`src/rtl/csvft_pkg.sv`:
```
// csvft_pkg: types, codes and helpers shared by the CSV field tokeniser.
// Used by csvft_ctrl, csvft_dp and csv_field_tokenizer_top; no dependencies.
package csvft_pkg;

  localparam logic [7:0] CH_QUOTE = 8'h22;
  localparam logic [7:0] CH_COMMA = 8'h2C;

  localparam logic CMD_CHAR = 1'b0;
  localparam logic CMD_EOL  = 1'b1;

  typedef struct packed {
    logic       cmd;
    logic [7:0] char_byte;
  } in_item_t;

  typedef struct packed {
    logic       has_byte;
    logic [7:0] out_byte;
    logic       field_end;
    logic       line_end;
    logic       ws_dropped;
    logic       run_last;
  } out_item_t;

  typedef enum logic [1:0] {
    ST_IDLE,
    ST_RELEASE,
    ST_PEND
  } state_e;

  // controller -> datapath
  typedef struct packed {
    logic accept;     // take the input transaction
    logic rel_step;   // emit the current held byte
    logic emit_pend;  // emit the byte that followed the held run
  } ctrl_cmd_t;

  // datapath -> controller
  typedef struct packed {
    logic out_ready;  // output register can be loaded this cycle
    logic need_rel;   // presented item releases held whitespace first
    logic rel_last;   // current held byte is the last of the run
  } dp_status_t;

  // space, tab, LF, VT, FF, CR
  function automatic logic is_space(input logic [7:0] b);
    return (b == 8'h20) || ((b >= 8'h09) && (b <= 8'h0D));
  endfunction

endpackage

```
`src/rtl/csv_field_tokenizer_top.sv`:
```
// csv_field_tokenizer_top: CSV line tokeniser, byte in, trimmed field bytes out.
// Depends on csvft_pkg, csvft_ctrl, csvft_dp and csvft_ram.
//
// Input channel (in_valid_i / in_stall_o / in_data_i): one transaction per line
// byte, or an end-of-line command. Output channel (out_valid_o / out_stall_i /
// out_data_o): content bytes in order, a field-end item after each field, with
// line_end on the last field of a line and run_last on the final item caused
// by an input transaction.
// A result is registered and appears in the output register in the cycle after
// its input is taken. When held whitespace is released first, taking the input
// reads the first held byte from the store; the held bytes then follow one per
// cycle while the output is not stalled, then the byte itself. Throughput is one
// input per cycle unless the output stalls or held whitespace is being released.
// Quotes (bar one quote byte per doubled quote) and leading and held whitespace
// give no output. Reset clears quoting and field state and empties the pending
// store; no clearing pass is needed. A stall on the output holds the output
// register and the release sequence; the input is stalled until the register can be loaded.
module csv_field_tokenizer_top #(
  parameter int PENDING_DEPTH = 32
) (
  input  logic                  clk_i,
  input  logic                  rst_ni,
  input  logic                  in_valid_i,
  output logic                  in_stall_o,
  input  csvft_pkg::in_item_t   in_data_i,
  output logic                  out_valid_o,
  input  logic                  out_stall_i,
  output csvft_pkg::out_item_t  out_data_o
);

  csvft_pkg::ctrl_cmd_t  cmd;
  csvft_pkg::dp_status_t status;

  csvft_ctrl u_ctrl (
    .clk_i      (clk_i),
    .rst_ni     (rst_ni),
    .in_valid_i (in_valid_i),
    .in_stall_o (in_stall_o),
    .status_i   (status),
    .cmd_o      (cmd)
  );

  csvft_dp #(
    .PENDING_DEPTH (PENDING_DEPTH)
  ) u_dp (
    .clk_i       (clk_i),
    .rst_ni      (rst_ni),
    .in_data_i   (in_data_i),
    .cmd_i       (cmd),
    .status_o    (status),
    .out_valid_o (out_valid_o),
    .out_stall_i (out_stall_i),
    .out_data_o  (out_data_o)
  );

endmodule

```
`src/rtl/csvft_ram.sv`:
```
// csvft_ram: generic single-write, single-read RAM with registered read data.
// No dependencies.
module csvft_ram #(
  parameter int Width = 8,
  parameter int Depth = 32,
  localparam int AddrW = (Depth > 1) ? $clog2(Depth) : 1
) (
  input  logic             clk_i,
  input  logic             we_i,
  input  logic [AddrW-1:0] waddr_i,
  input  logic [Width-1:0] wdata_i,
  input  logic             re_i,
  input  logic [AddrW-1:0] raddr_i,
  output logic [Width-1:0] rdata_o
);

  logic [Width-1:0] mem_q [Depth];
  logic [Width-1:0] rdata_q;

  always_ff @(posedge clk_i) begin
    if (we_i) begin
      mem_q[waddr_i] <= wdata_i;
    end
    if (re_i) begin
      rdata_q <= mem_q[raddr_i];
    end
  end

  assign rdata_o = rdata_q;

endmodule

```
`src/rtl/csvft_ctrl.sv`:
```
// csvft_ctrl: sequencer for the tokeniser; decides when to take an input
// transaction and steps the release of held whitespace. Depends on csvft_pkg.
module csvft_ctrl (
  input  logic                   clk_i,
  input  logic                   rst_ni,
  input  logic                   in_valid_i,
  output logic                   in_stall_o,
  input  csvft_pkg::dp_status_t  status_i,
  output csvft_pkg::ctrl_cmd_t   cmd_o
);

  csvft_pkg::state_e state_q, state_d;

  always_ff @(posedge clk_i or negedge rst_ni) begin
    if (!rst_ni) begin
      state_q <= csvft_pkg::ST_IDLE;
    end else begin
      state_q <= state_d;
    end
  end

  always_comb begin
    state_d    = state_q;
    cmd_o      = '0;
    in_stall_o = 1'b1;
    unique case (state_q)
      csvft_pkg::ST_IDLE: begin
        in_stall_o = !status_i.out_ready;
        if (in_valid_i && status_i.out_ready) begin
          cmd_o.accept = 1'b1;
          if (status_i.need_rel) begin
            state_d = csvft_pkg::ST_RELEASE;
          end
        end
      end
      csvft_pkg::ST_RELEASE: begin
        if (status_i.out_ready) begin
          cmd_o.rel_step = 1'b1;
          if (status_i.rel_last) begin
            state_d = csvft_pkg::ST_PEND;
          end
        end
      end
      csvft_pkg::ST_PEND: begin
        if (status_i.out_ready) begin
          cmd_o.emit_pend = 1'b1;
          state_d         = csvft_pkg::ST_IDLE;
        end
      end
      default: begin
        state_d = csvft_pkg::ST_IDLE;
      end
    endcase
  end

endmodule

```
`src/rtl/csvft_dp.sv`:
```
// csvft_dp: tokeniser datapath; quote decoding, field state, held whitespace
// store and output register. Depends on csvft_pkg and csvft_ram.
module csvft_dp #(
  parameter int PENDING_DEPTH = 32
) (
  input  logic                   clk_i,
  input  logic                   rst_ni,
  input  csvft_pkg::in_item_t    in_data_i,
  input  csvft_pkg::ctrl_cmd_t   cmd_i,
  output csvft_pkg::dp_status_t  status_o,
  output logic                   out_valid_o,
  input  logic                   out_stall_i,
  output csvft_pkg::out_item_t   out_data_o
);

  localparam int CntW  = $clog2(PENDING_DEPTH + 1);
  localparam int AddrW = (PENDING_DEPTH > 1) ? $clog2(PENDING_DEPTH) : 1;
  localparam logic [CntW-1:0] DepthC = CntW'(PENDING_DEPTH);

  logic            quoted_q, quoted_d;
  logic            qseen_q, qseen_d;
  logic            started_q, started_d;
  logic            ovf_q, ovf_d;
  logic [CntW-1:0] held_cnt_q, held_cnt_d;
  logic [CntW-1:0] rd_idx_q, rd_idx_d;
  logic [7:0]      pend_byte_q, pend_byte_d;
  logic            out_valid_q, out_valid_d;
  csvft_pkg::out_item_t out_q, out_d;

  logic             ram_we, ram_re;
  logic [AddrW-1:0] ram_waddr, ram_raddr;
  logic [7:0]       ram_rdata;

  // item decode
  logic            is_eol, take, close_fld, qm_eff, qm_next, qs_next, cont_sp;
  logic [7:0]      cont;
  logic [CntW-1:0] rd_next;
  logic            out_ready, out_load;

  assign out_ready = !out_valid_q || !out_stall_i;
  assign rd_next   = rd_idx_q + CntW'(1);

  always_comb begin
    is_eol    = (in_data_i.cmd == csvft_pkg::CMD_EOL);
    take      = 1'b0;
    close_fld = 1'b0;
    qm_eff    = quoted_q;
    qm_next   = quoted_q;
    qs_next   = 1'b0;
    cont      = in_data_i.char_byte;
    if (qseen_q && in_data_i.char_byte == csvft_pkg::CH_QUOTE) begin
      // doubled quote inside quotes: one literal quote
      take = 1'b1;
    end else begin
      if (qseen_q) begin
        qm_eff  = 1'b0;
        qm_next = 1'b0;
      end
      if (in_data_i.char_byte == csvft_pkg::CH_QUOTE) begin
        if (qm_eff) begin
          qs_next = 1'b1;
        end else begin
          qm_next = 1'b1;
        end
      end else if (in_data_i.char_byte == csvft_pkg::CH_COMMA && !qm_eff) begin
        close_fld = 1'b1;
      end else begin
        take = 1'b1;
      end
    end
    cont_sp = csvft_pkg::is_space(cont);
  end

  always_comb begin
    status_o.out_ready = out_ready;
    status_o.need_rel  = !is_eol && take && !cont_sp && started_q &&
                         (held_cnt_q != '0);
    status_o.rel_last  = (rd_next == held_cnt_q);
  end

  always_comb begin
    quoted_d    = quoted_q;
    qseen_d     = qseen_q;
    started_d   = started_q;
    ovf_d       = ovf_q;
    held_cnt_d  = held_cnt_q;
    rd_idx_d    = rd_idx_q;
    pend_byte_d = pend_byte_q;
    out_d       = out_q;
    out_load    = 1'b0;
    ram_we      = 1'b0;
    ram_waddr   = held_cnt_q[AddrW-1:0];
    ram_re      = 1'b0;
    ram_raddr   = '0;

    if (cmd_i.accept) begin
      if (is_eol) begin
        out_d      = '{has_byte: 1'b0, out_byte: 8'h00, field_end: 1'b1,
                       line_end: 1'b1, ws_dropped: ovf_q, run_last: 1'b1};
        out_load   = 1'b1;
        quoted_d   = 1'b0;
        qseen_d    = 1'b0;
        started_d  = 1'b0;
        held_cnt_d = '0;
        ovf_d      = 1'b0;
      end else begin
        quoted_d = qm_next;
        qseen_d  = qs_next;
        if (close_fld) begin
          out_d      = '{has_byte: 1'b0, out_byte: 8'h00, field_end: 1'b1,
                         line_end: 1'b0, ws_dropped: ovf_q, run_last: 1'b1};
          out_load   = 1'b1;
          started_d  = 1'b0;
          held_cnt_d = '0;
          ovf_d      = 1'b0;
        end else if (take) begin
          if (cont_sp) begin
            // leading whitespace is dropped silently
            if (started_q) begin
              if (held_cnt_q < DepthC) begin
                ram_we     = 1'b1;
                held_cnt_d = held_cnt_q + CntW'(1);
              end else begin
                ovf_d = 1'b1;
              end
            end
          end else if (status_o.need_rel) begin
            pend_byte_d = cont;
            rd_idx_d    = '0;
            ram_re      = 1'b1;
          end else begin
            out_d      = '{has_byte: 1'b1, out_byte: cont, field_end: 1'b0,
                           line_end: 1'b0, ws_dropped: 1'b0, run_last: 1'b1};
            out_load   = 1'b1;
            started_d  = 1'b1;
            held_cnt_d = '0;
          end
        end
      end
    end

    if (cmd_i.rel_step) begin
      out_d    = '{has_byte: 1'b1, out_byte: ram_rdata, field_end: 1'b0,
                   line_end: 1'b0, ws_dropped: 1'b0, run_last: 1'b0};
      out_load = 1'b1;
      if (!status_o.rel_last) begin
        rd_idx_d  = rd_next;
        ram_re    = 1'b1;
        ram_raddr = rd_next[AddrW-1:0];
      end
    end

    if (cmd_i.emit_pend) begin
      out_d      = '{has_byte: 1'b1, out_byte: pend_byte_q, field_end: 1'b0,
                     line_end: 1'b0, ws_dropped: 1'b0, run_last: 1'b1};
      out_load   = 1'b1;
      held_cnt_d = '0;
      started_d  = 1'b1;
    end

    out_valid_d = out_load || (out_valid_q && out_stall_i);
  end

  always_ff @(posedge clk_i or negedge rst_ni) begin
    if (!rst_ni) begin
      quoted_q    <= 1'b0;
      qseen_q     <= 1'b0;
      started_q   <= 1'b0;
      ovf_q       <= 1'b0;
      held_cnt_q  <= '0;
      rd_idx_q    <= '0;
      out_valid_q <= 1'b0;
    end else begin
      quoted_q    <= quoted_d;
      qseen_q     <= qseen_d;
      started_q   <= started_d;
      ovf_q       <= ovf_d;
      held_cnt_q  <= held_cnt_d;
      rd_idx_q    <= rd_idx_d;
      out_valid_q <= out_valid_d;
    end
  end

  always_ff @(posedge clk_i) begin
    pend_byte_q <= pend_byte_d;
    out_q       <= out_d;
  end

  csvft_ram #(
    .Width (8),
    .Depth (PENDING_DEPTH)
  ) u_held_ram (
    .clk_i   (clk_i),
    .we_i    (ram_we),
    .waddr_i (ram_waddr),
    .wdata_i (cont),
    .re_i    (ram_re),
    .raddr_i (ram_raddr),
    .rdata_o (ram_rdata)
  );

  assign out_valid_o = out_valid_q;
  assign out_data_o  = out_q;

endmodule
```
`config.mk`:
```
export PLATFORM = sky130hd
export DESIGN_NAME = csv_field_tokenizer_top
export DESIGN_NICKNAME = d
export VERILOG_FILES = /design/src/rtl/csvft_pkg.sv /design/src/rtl/csv_field_tokenizer_top.sv /design/src/rtl/csvft_ram.sv /design/src/rtl/csvft_ctrl.sv /design/src/rtl/csvft_dp.sv
export SDC_FILE = /design/constraint.sdc
export NUM_CORES = 1
export LEC_CHECK = 0
export ABC_AREA = 1
export BUFFER_PORTS_ARGS = -buffer_cell sky130_fd_sc_hd__buf_2
export CAP_MARGIN = 40
export CORE_MARGIN = 2
export CORE_UTILIZATION = 40
export DETAILED_ROUTE_END_ITERATION = 7
export PLACE_DENSITY_LB_ADDON = 0.08
export SLEW_MARGIN = 20
export SYNTH_ARGS = -nofsm -noshare
export SYNTH_HDL_FRONTEND = slang
export SYNTH_SLANG_ARGS = --single-unit
```
`constraint.sdc`:
```
create_clock -name clk_i -period 4.55 [get_ports clk_i]
set_input_delay 0 -clock clk_i [delete_from_list [all_inputs] [get_ports clk_i]]
set_output_delay 0 -clock clk_i [all_outputs]
set_load 0.05 [all_outputs]
```
==> results.sh, run 1 <==
export IMPL_postSynthAreaPerCell_um2=9.95
export IMPL_synthArstFlopShare_pct=6.25
export IMPL_ys_types=39
export IMPL_ys_seq_elements=304
export IMPL_cp_num_cells=15
export IMPL_clock_skew_final_ns=0.0137
export IMPL_die_height_um=191
export IMPL_syn_area_um2=14000
export IMPL_cts_max_level=2
export IMPL_grt_usage_pct=21.8
export IMPL_die_w_um=191
export IMPL_drt_wl_total_mm=38.8
export IMPL_antenna_found_initial=0
export IMPL_ff2ff_setup_slack_ns=1.11
export IMPL_drive_above_1_share_pct=9.64
export IMPL_min_period_ns=3.44
export IMPL_post_route_period_util_pct=75.7
export IMPL_viasPerCell=5.18
export IMPL_slew_violations=0
export IMPL_finalHoldViolations=0
export IMPL_finalSetupViolCount=0
export IMPL_yosys_top_cells_area="edfxtp_1 (60%), nand3_1 (7.3%), nand2_1 (6.5%)"
export IMPL_synth_largest_area_cell="edfxtp_1"
export IMPL_hpwl_mm=24.2
export IMPL_cp_top_family="simple AND/OR/NAND/NOR gates"
export IMPL_synth_commonest_cells="edfxtp_1 (280), nand2_1 (241), inv_1 (229)"
export IMPL_critPathMaxStageDelay_ns=0.55
export IMPL_n_antenna_cell=0
export IMPL_worst_pin_slew_ns=0.849
export IMPL_dieArea_um2=36500
export IMPL_leakagePower_nw=6.47
export IMPL_crit_chain="ha_1 > nand3_1 > xor2_1 > nand2_1 > nand2_1 > nor2_2 > nand2_4 > buf_4 > nand2_2 > nor2_4 > inv_2 > nand3_1 > nand2_1 > nand2_1 > nand2_1"
export IMPL_syn_instance_count=1405
export IMPL_cp_end_kind="register"
export IMPL_clk_pin_slew_worst_paths_ns=0.06
export IMPL_first_pass_iters=5
export IMPL_crit_type="reg -> reg"
export IMPL_ant_nets=0
export IMPL_cts_buffers_inserted=36
export IMPL_fin_area_um2=15800
export IMPL_initial_core_util_pct=40.6
export IMPL_max_vdd_ir_drop_mv=0.308
export IMPL_multi_input_area_um2=3780
export IMPL_overflow=0
export IMPL_synth_yosys_seq_area_share_pct=64.3
export IMPL_fillers=3270
export IMPL_gp_congestion=0.827
export IMPL_nNetsFinal=1456
export IMPL_fin_tns_setup_ns=0
export IMPL_hold_depth=1
export IMPL_cts_tree="yes"
export IMPL_cts_resized=0
export IMPL_status="finished clean"
export IMPL_cp_max_fo=58
export IMPL_cts_sinks=304
export IMPL_dpl_cell_area_um2=14600
export IMPL_cp_arrival_ns=3.71
export IMPL_netlist_area_leader_share_pct=60.1
export IMPL_required_ns=4.82
export IMPL_grt_max_degree=73
export IMPL_cp_slowest_cell="buf_4"
export IMPL_timing_fmax_mhz=290
export IMPL_rr_worst_depth=15
export IMPL_syn_to_final_growth_pct=13.2
export IMPL_cts_root_buffer="clkbuf_16"
export IMPL_io_buffers=27
export IMPL_synth_top_flop_cell="edfxtp_1"
export IMPL_core_area_um2=34500
export IMPL_hold_path_class="in -> reg"
export IMPL_grt_pass1_vias=9546
export IMPL_synth_edf_count=280
export IMPL_crit_path_frequent_cell="nand2_1"
export IMPL_clk_latency_ns=0.51
export IMPL_syn_num_nets=1423
export IMPL_wire_per_inst_um=20.2
export IMPL_fp_row_count=68
export IMPL_yosys_cell_count_top_type="edfxtp_1"
export IMPL_drc=0
export IMPL_cap_viol_max_count=0
export IMPL_start_kind="register"
export IMPL_yosysWarnings=0
export IMPL_dr_total_vias=9928
export IMPL_maxSlewHeadroom_pct=43.4
export IMPL_grt_pass1_wl_mm=59.7
export IMPL_io_pins=28
export IMPL_clock_path_buffers=3
export IMPL_drtIter0Drc=986
export IMPL_crit_buf_inv=2
export IMPL_rsz0062_at_grt="false"
export IMPL_power_density_nw_per_um2=459
export IMPL_register_area_um2=8980
## cell type report
| class | count | area share (%) |
|---|---|---|
| Sequential cell | 304 | 56.7 |
| Multi-Input combinational cell | 794 | 23.8 |
| Clock buffer | 47 | 6.15 |
| Inverter | 233 | 5.54 |
| Tap cell | 455 | 3.60 |
| Timing Repair Buffer | 69 | 3.21 |
| Clock inverter | 16 | 0.925 |
## report_power, final
part / internal, mW / switching [mW] / total (mW) / leakage, nW
logic: 0.335 / 0.975 / 1.31 / 3.10
registers: 3.13 / 0.0501 / 3.18 / 2.81
clock network: 1.67 / 1.11 / 2.78 / 0.551
## layout by cell type, fill, tap and decap left out, types with 3 or more instances in the layout
cell	n
edfxtp_1	280
buf_4	31
nand4_1	114
dlygate4sd3_1	8
clkinv_2	6
dfrtp_1	19
or2_2	16
clkinv_1	8
ha_1	5
nand3_2	3
clkbuf_16	37
a21oi_1	4
bufinv_16	3
nand3_1	205
nor2_2	4
inv_1	229
o22ai_1	3
buf_2	28
o21ai_0	24
nor3_1	5
nor2_1	150
nand2_1	241
dfxtp_1	5
clkbuf_1	9
## metal layers
| layer | routed length, µm | vias up | global-route usage [%] |
|---|---|---|---|
| li1 | - | 4789 | - |
| met1 | 18200 | 4841 | 31.5 |
| met2 | 17800 | 240 | 34.4 |
| met3 | 1790 | 58 | 2.81 |
| met4 | 1040 | 0 | 6.41 |
| met5 | 0 | - | 0 |
## through the flow
step / cells / util, % / hold WS (ns) / total power [mW] / setup WS [ns]
2_1_floorplan: 1405 / - / -0.296 / 4.11 / 2.03
3_3_place_gp: 1838 / 42.2 / -0.00636 / 4.49 / 1.11
3_5_place_dp: 1840 / 42.3 / -0.0130 / 4.53 / 1.10
4_1_cts: 1912 / 45.8 / 0.0246 / 7.32 / 1.08
5_1_grt: 1918 / 46.0 / 0.0621 / 7.56 / 0.771
6_report: 1918 / 46.0 / 0.0610 / 7.27 / 1.11
## worst register-to-register path, delay by kind of cell (launching register included)
| kind | cells | cell delay, ns |
|---|---|---|
| XOR/XNOR | 1 | 0.24 |
| adder cells (fa/ha/maj) | 1 | 0.27 |
| flip-flops | 1 | 0.47 |
| buffers and inverters | 2 | 0.80 |
| AND/OR/NAND/NOR | 11 | 1.45 |
## flip-flops by register name, summed over array words and instances (netlist names)
name / count
u_dp.u_held_ram.mem_q: 256
u_dp.out_data_o: 13
u_dp.pend_byte_q: 8
u_dp.u_held_ram.rdata_o: 8
u_dp.held_cnt_q: 6
u_dp.rd_idx_q: 6
u_ctrl.state_q: 2
u_dp.out_valid_o: 1
u_dp.ovf_q: 1
u_dp.qseen_q: 1
u_dp.quoted_q: 1
u_dp.started_q: 1
## timing repair
action                                 4_1_cts  5_1_grt
endpoints found under the hold margin       53        0
hold buffers                                 9        0
setup buffers                                0        0
## final timing paths
path                                              end                from
setup / recovery           u_dp.u_held_ram.rdata_o[7]    u_dp.rd_idx_q[0]
hold / removal                    u_dp.pend_byte_q[1]        in_data_i[1]
setup reg to reg           u_dp.u_held_ram.rdata_o[7]    u_dp.rd_idx_q[0]
hold reg to reg                    u_dp.out_data_o[1]  u_dp.out_data_o[1]
max in group asynchronous          u_dp.held_cnt_q[4]              rst_ni
min in group asynchronous                u_dp.qseen_q              rst_ni
## cell families after synthesis
logic type | synth area share, %
buffers and inverters | 8.78
AO/OA/AOI/OAI | 1.49
flip-flops | 64.3
adder cells (fa/ha/maj) | 0.447
XOR/XNOR | 0.242
AND/OR/NAND/NOR | 24.8
No activity file was read; power rests on OpenSTA's default activity.
==> inputs of run 2 (changes only) <==
==> constraint.sdc (replaced) <==
create_clock -name clk_i -period 2.8 [get_ports clk_i]
set_input_delay 0 -clock clk_i [delete_from_list [all_inputs] [get_ports clk_i]]
set_output_delay 0 -clock clk_i [all_outputs]
set_load 0.05 [all_outputs]
==> run 2 against run 1 <==
  * The flow now finishes with violations (negative hold slack)
  * Routed wire length rose by 4.9%
  * Via count is 3.1% higher
  * Cell count up 3.1%
  * Hold slack got worse by 0.066 ns
  * Critical endpoint is now u_dp.u_held_ram.rdata_o[5]
  * Die area is the same
  * Global-route usage increased by 0.42 points
==> results.sh, run 2 (synthesis gave the netlist of run 1 again) <==
export IMPL_status="finished with violations"
export IMPL_violations="negative hold slack"
export IMPL_die_w_um=191
export IMPL_critPathMaxStageDelay_ns=0.44
export IMPL_fin_cells=1978
export IMPL_required_ns=3.06
export IMPL_grt_max_degree=97
export IMPL_io_buffers=27
export IMPL_n_antenna_cell=0
export IMPL_cp_slowest_cell="dfrtp_1"
export IMPL_finalHoldViolations=3
export IMPL_grt_pass1_vias=9855
export IMPL_dr_total_vias=10200
export IMPL_nNetsFinal=1517
export IMPL_cp_max_fo=10
export IMPL_clk_latency_ns=0.51
export IMPL_cts_sinks=304
export IMPL_power_density_nw_per_um2=712
export IMPL_layout_commonest_cell="edfxtp_1"
export IMPL_max_vdd_ir_drop_mv=0.430
export IMPL_finalSetupViolCount=0
export IMPL_worst_pin_slew_ns=0.561
export IMPL_fin_area_um2=16700
export IMPL_power_total_mw=11.9
export IMPL_ff2ff_setup_slack_ns=0.11
export IMPL_cap_viol_max_count=0
export IMPL_drt_wl_total_mm=40.7
export IMPL_largest_reg_flops=256
export IMPL_start_kind="register"
export IMPL_crit_reg2reg_launch="u_dp.rd_idx_q[1]"
export IMPL_cts_max_level=2
export IMPL_slew_violations=0
export IMPL_die_height_um=191
export IMPL_initial_core_util_pct=40.6
export IMPL_hpwl_mm=24.6
export IMPL_reg2reg_to="u_dp.u_held_ram.rdata_o[5]"
export IMPL_clock_skew_final_ns=0.0108
export IMPL_rr_worst_depth=18
export IMPL_drtIter0Drc=803
export IMPL_dieArea_um2=36500
export IMPL_regMostFlops="u_dp.u_held_ram.mem_q"
export IMPL_fp_row_count=68
export IMPL_cp_arrival_ns=2.95
export IMPL_dp_cells=1896
export IMPL_post_route_period_util_pct=96.1
export IMPL_grt_pass1_wl_mm=60.3
export IMPL_cp_end_kind="register"
export IMPL_dpl_cell_area_um2=15100
export IMPL_crit_end="u_dp.u_held_ram.rdata_o[5]"
export IMPL_layout_common_cells="edfxtp_1 (280), nand2_1 (237), inv_1 (228)"
export IMPL_min_period_ns=2.69
export IMPL_timing_fmax_mhz=372
export IMPL_drive_above_1_share_pct=14.1
export IMPL_crit_chain="ha_4 > inv_1 > nand2_1 > nand4_1 > nor2_1 > nand2_1 > nor2_2 > nand2_4 > nand3_4 > buf_12 > buf_6 > nor2_1 > nand2_1 > nand3_1 > nand3_1 > nand2_1 > nand2_1 > nand2_1"
export IMPL_first_pass_iters=4
export IMPL_syn_to_final_growth_pct=19.2
export IMPL_grt_usage_pct=22.2
export IMPL_viasPerCell=5.17
export IMPL_hold_path_class="in -> async"
export IMPL_crit_type="reg -> reg"
export IMPL_core_area_um2=34500
export IMPL_gp_congestion=0.851
export IMPL_drc=0
export IMPL_cp_num_cells=18
export IMPL_io_pins=28
export IMPL_crit_path_frequent_cell="nand2_1"
export IMPL_wire_per_inst_um=20.6
export IMPL_cts_buffers_inserted=36
export IMPL_cts_tree="yes"
export IMPL_clk_pin_slew_worst_paths_ns=0.06
export IMPL_cp_top_family="simple AND/OR/NAND/NOR gates"
export IMPL_maxSlewHeadroom_pct=62.6
export IMPL_antenna_found_initial=0
export IMPL_crit_start="u_dp.rd_idx_q[1]"
export IMPL_leakagePower_nw=6.91
export IMPL_crit_buf_inv=3
export IMPL_cts_root_buffer="clkbuf_16"
export IMPL_hold_ws_ns=-0.00462
export IMPL_clock_path_buffers=3
export IMPL_overflow=0
export IMPL_ant_nets=0
run 2: changes by cell type in the layout (fill, tap and decap cells not counted), sizes merged:
cell and delta:
bufbuf +1, clkinvlp +1, inv -1, buf +56
clkinv -3, clkbuf +11, bufinv -2, dlygate4sd3 -3
run 2: stage by stage:
stage	hold slack, ns	util, %	setup WS (ns)	setup TNS, ns
6_report	-0.00462	48.4	0.110	0
5_1_grt	0.0416	48.4	-0.0320	-0.186
4_1_cts	0.00246	47.2	0.0192	0
3_5_place_dp	-0.00672	43.9	-0.106	-0.199
3_3_place_gp	-0.000705	43.9	-0.0847	-0.145
2_1_floorplan	-0.296	-	0.284	0
run 2: how the worst min path moves through the flow:
| stage | from | endpoint | cells past startpoint |
|---|---|---|---|
| after floorplan | rst_ni | u_ctrl.state_q[0] | 0 |
| after global placement | rst_ni | u_dp.quoted_q | 1 |
| after detailed placement | rst_ni | u_dp.quoted_q | 1 |
| after CTS | rst_ni | u_dp.rd_idx_q[4] | 2 |
| after global routing | rst_ni | u_dp.quoted_q | 2 |
| final | rst_ni | u_dp.rd_idx_q[5] | 2 |
run 2: layout make-up:
class / count / area, µm²
fill: 3198 / 17800
sequential: 304 / 8990
multi-input combinational: 794 / 3850
timing repair buffer: 130 / 1330
clock buffer: 51 / 988
inverter: 233 / 881
tap: 455 / 569
clock inverter: 11 / 70.1
run 2: report_power, final:
| part | internal [mW] | total, mW | leakage, nW | switching [mW] |
|---|---|---|---|---|
| combinational | 0.742 | 2.42 | 3.59 | 1.67 |
| sequential | 5.08 | 5.16 | 2.81 | 0.0785 |
| clock | 2.53 | 4.29 | 0.513 | 1.76 |
run 2: repair_timing:
item / CTS / global route
buffers inserted: 0 / 8
pin swaps: 0 / 10
hold buffers: 5 / 0
resized for setup: 3 / 38
endpoints found under the hold margin: 27 / 0
setup endpoints to repair: 3 / 8
cloned: 1 / 7
run 2: worst register-to-register path: cells and delay by family, from the launching register on:
kind,cells,cell delay (ns)
and+or+nand+nor,14,1.36
DFF,1,0.44
buffers and inverters,3,0.36
adders and majority gates,1,0.30
run 2: per-layer routing:
metal	routed length [µm]	global-route usage, %	vias to the layer above
li1	-	-	4928
met1	19000	32.4	4934
met2	18400	34.3	316
met3	2390	3.82	55
met4	904	5.99	0
met5	0	0	-
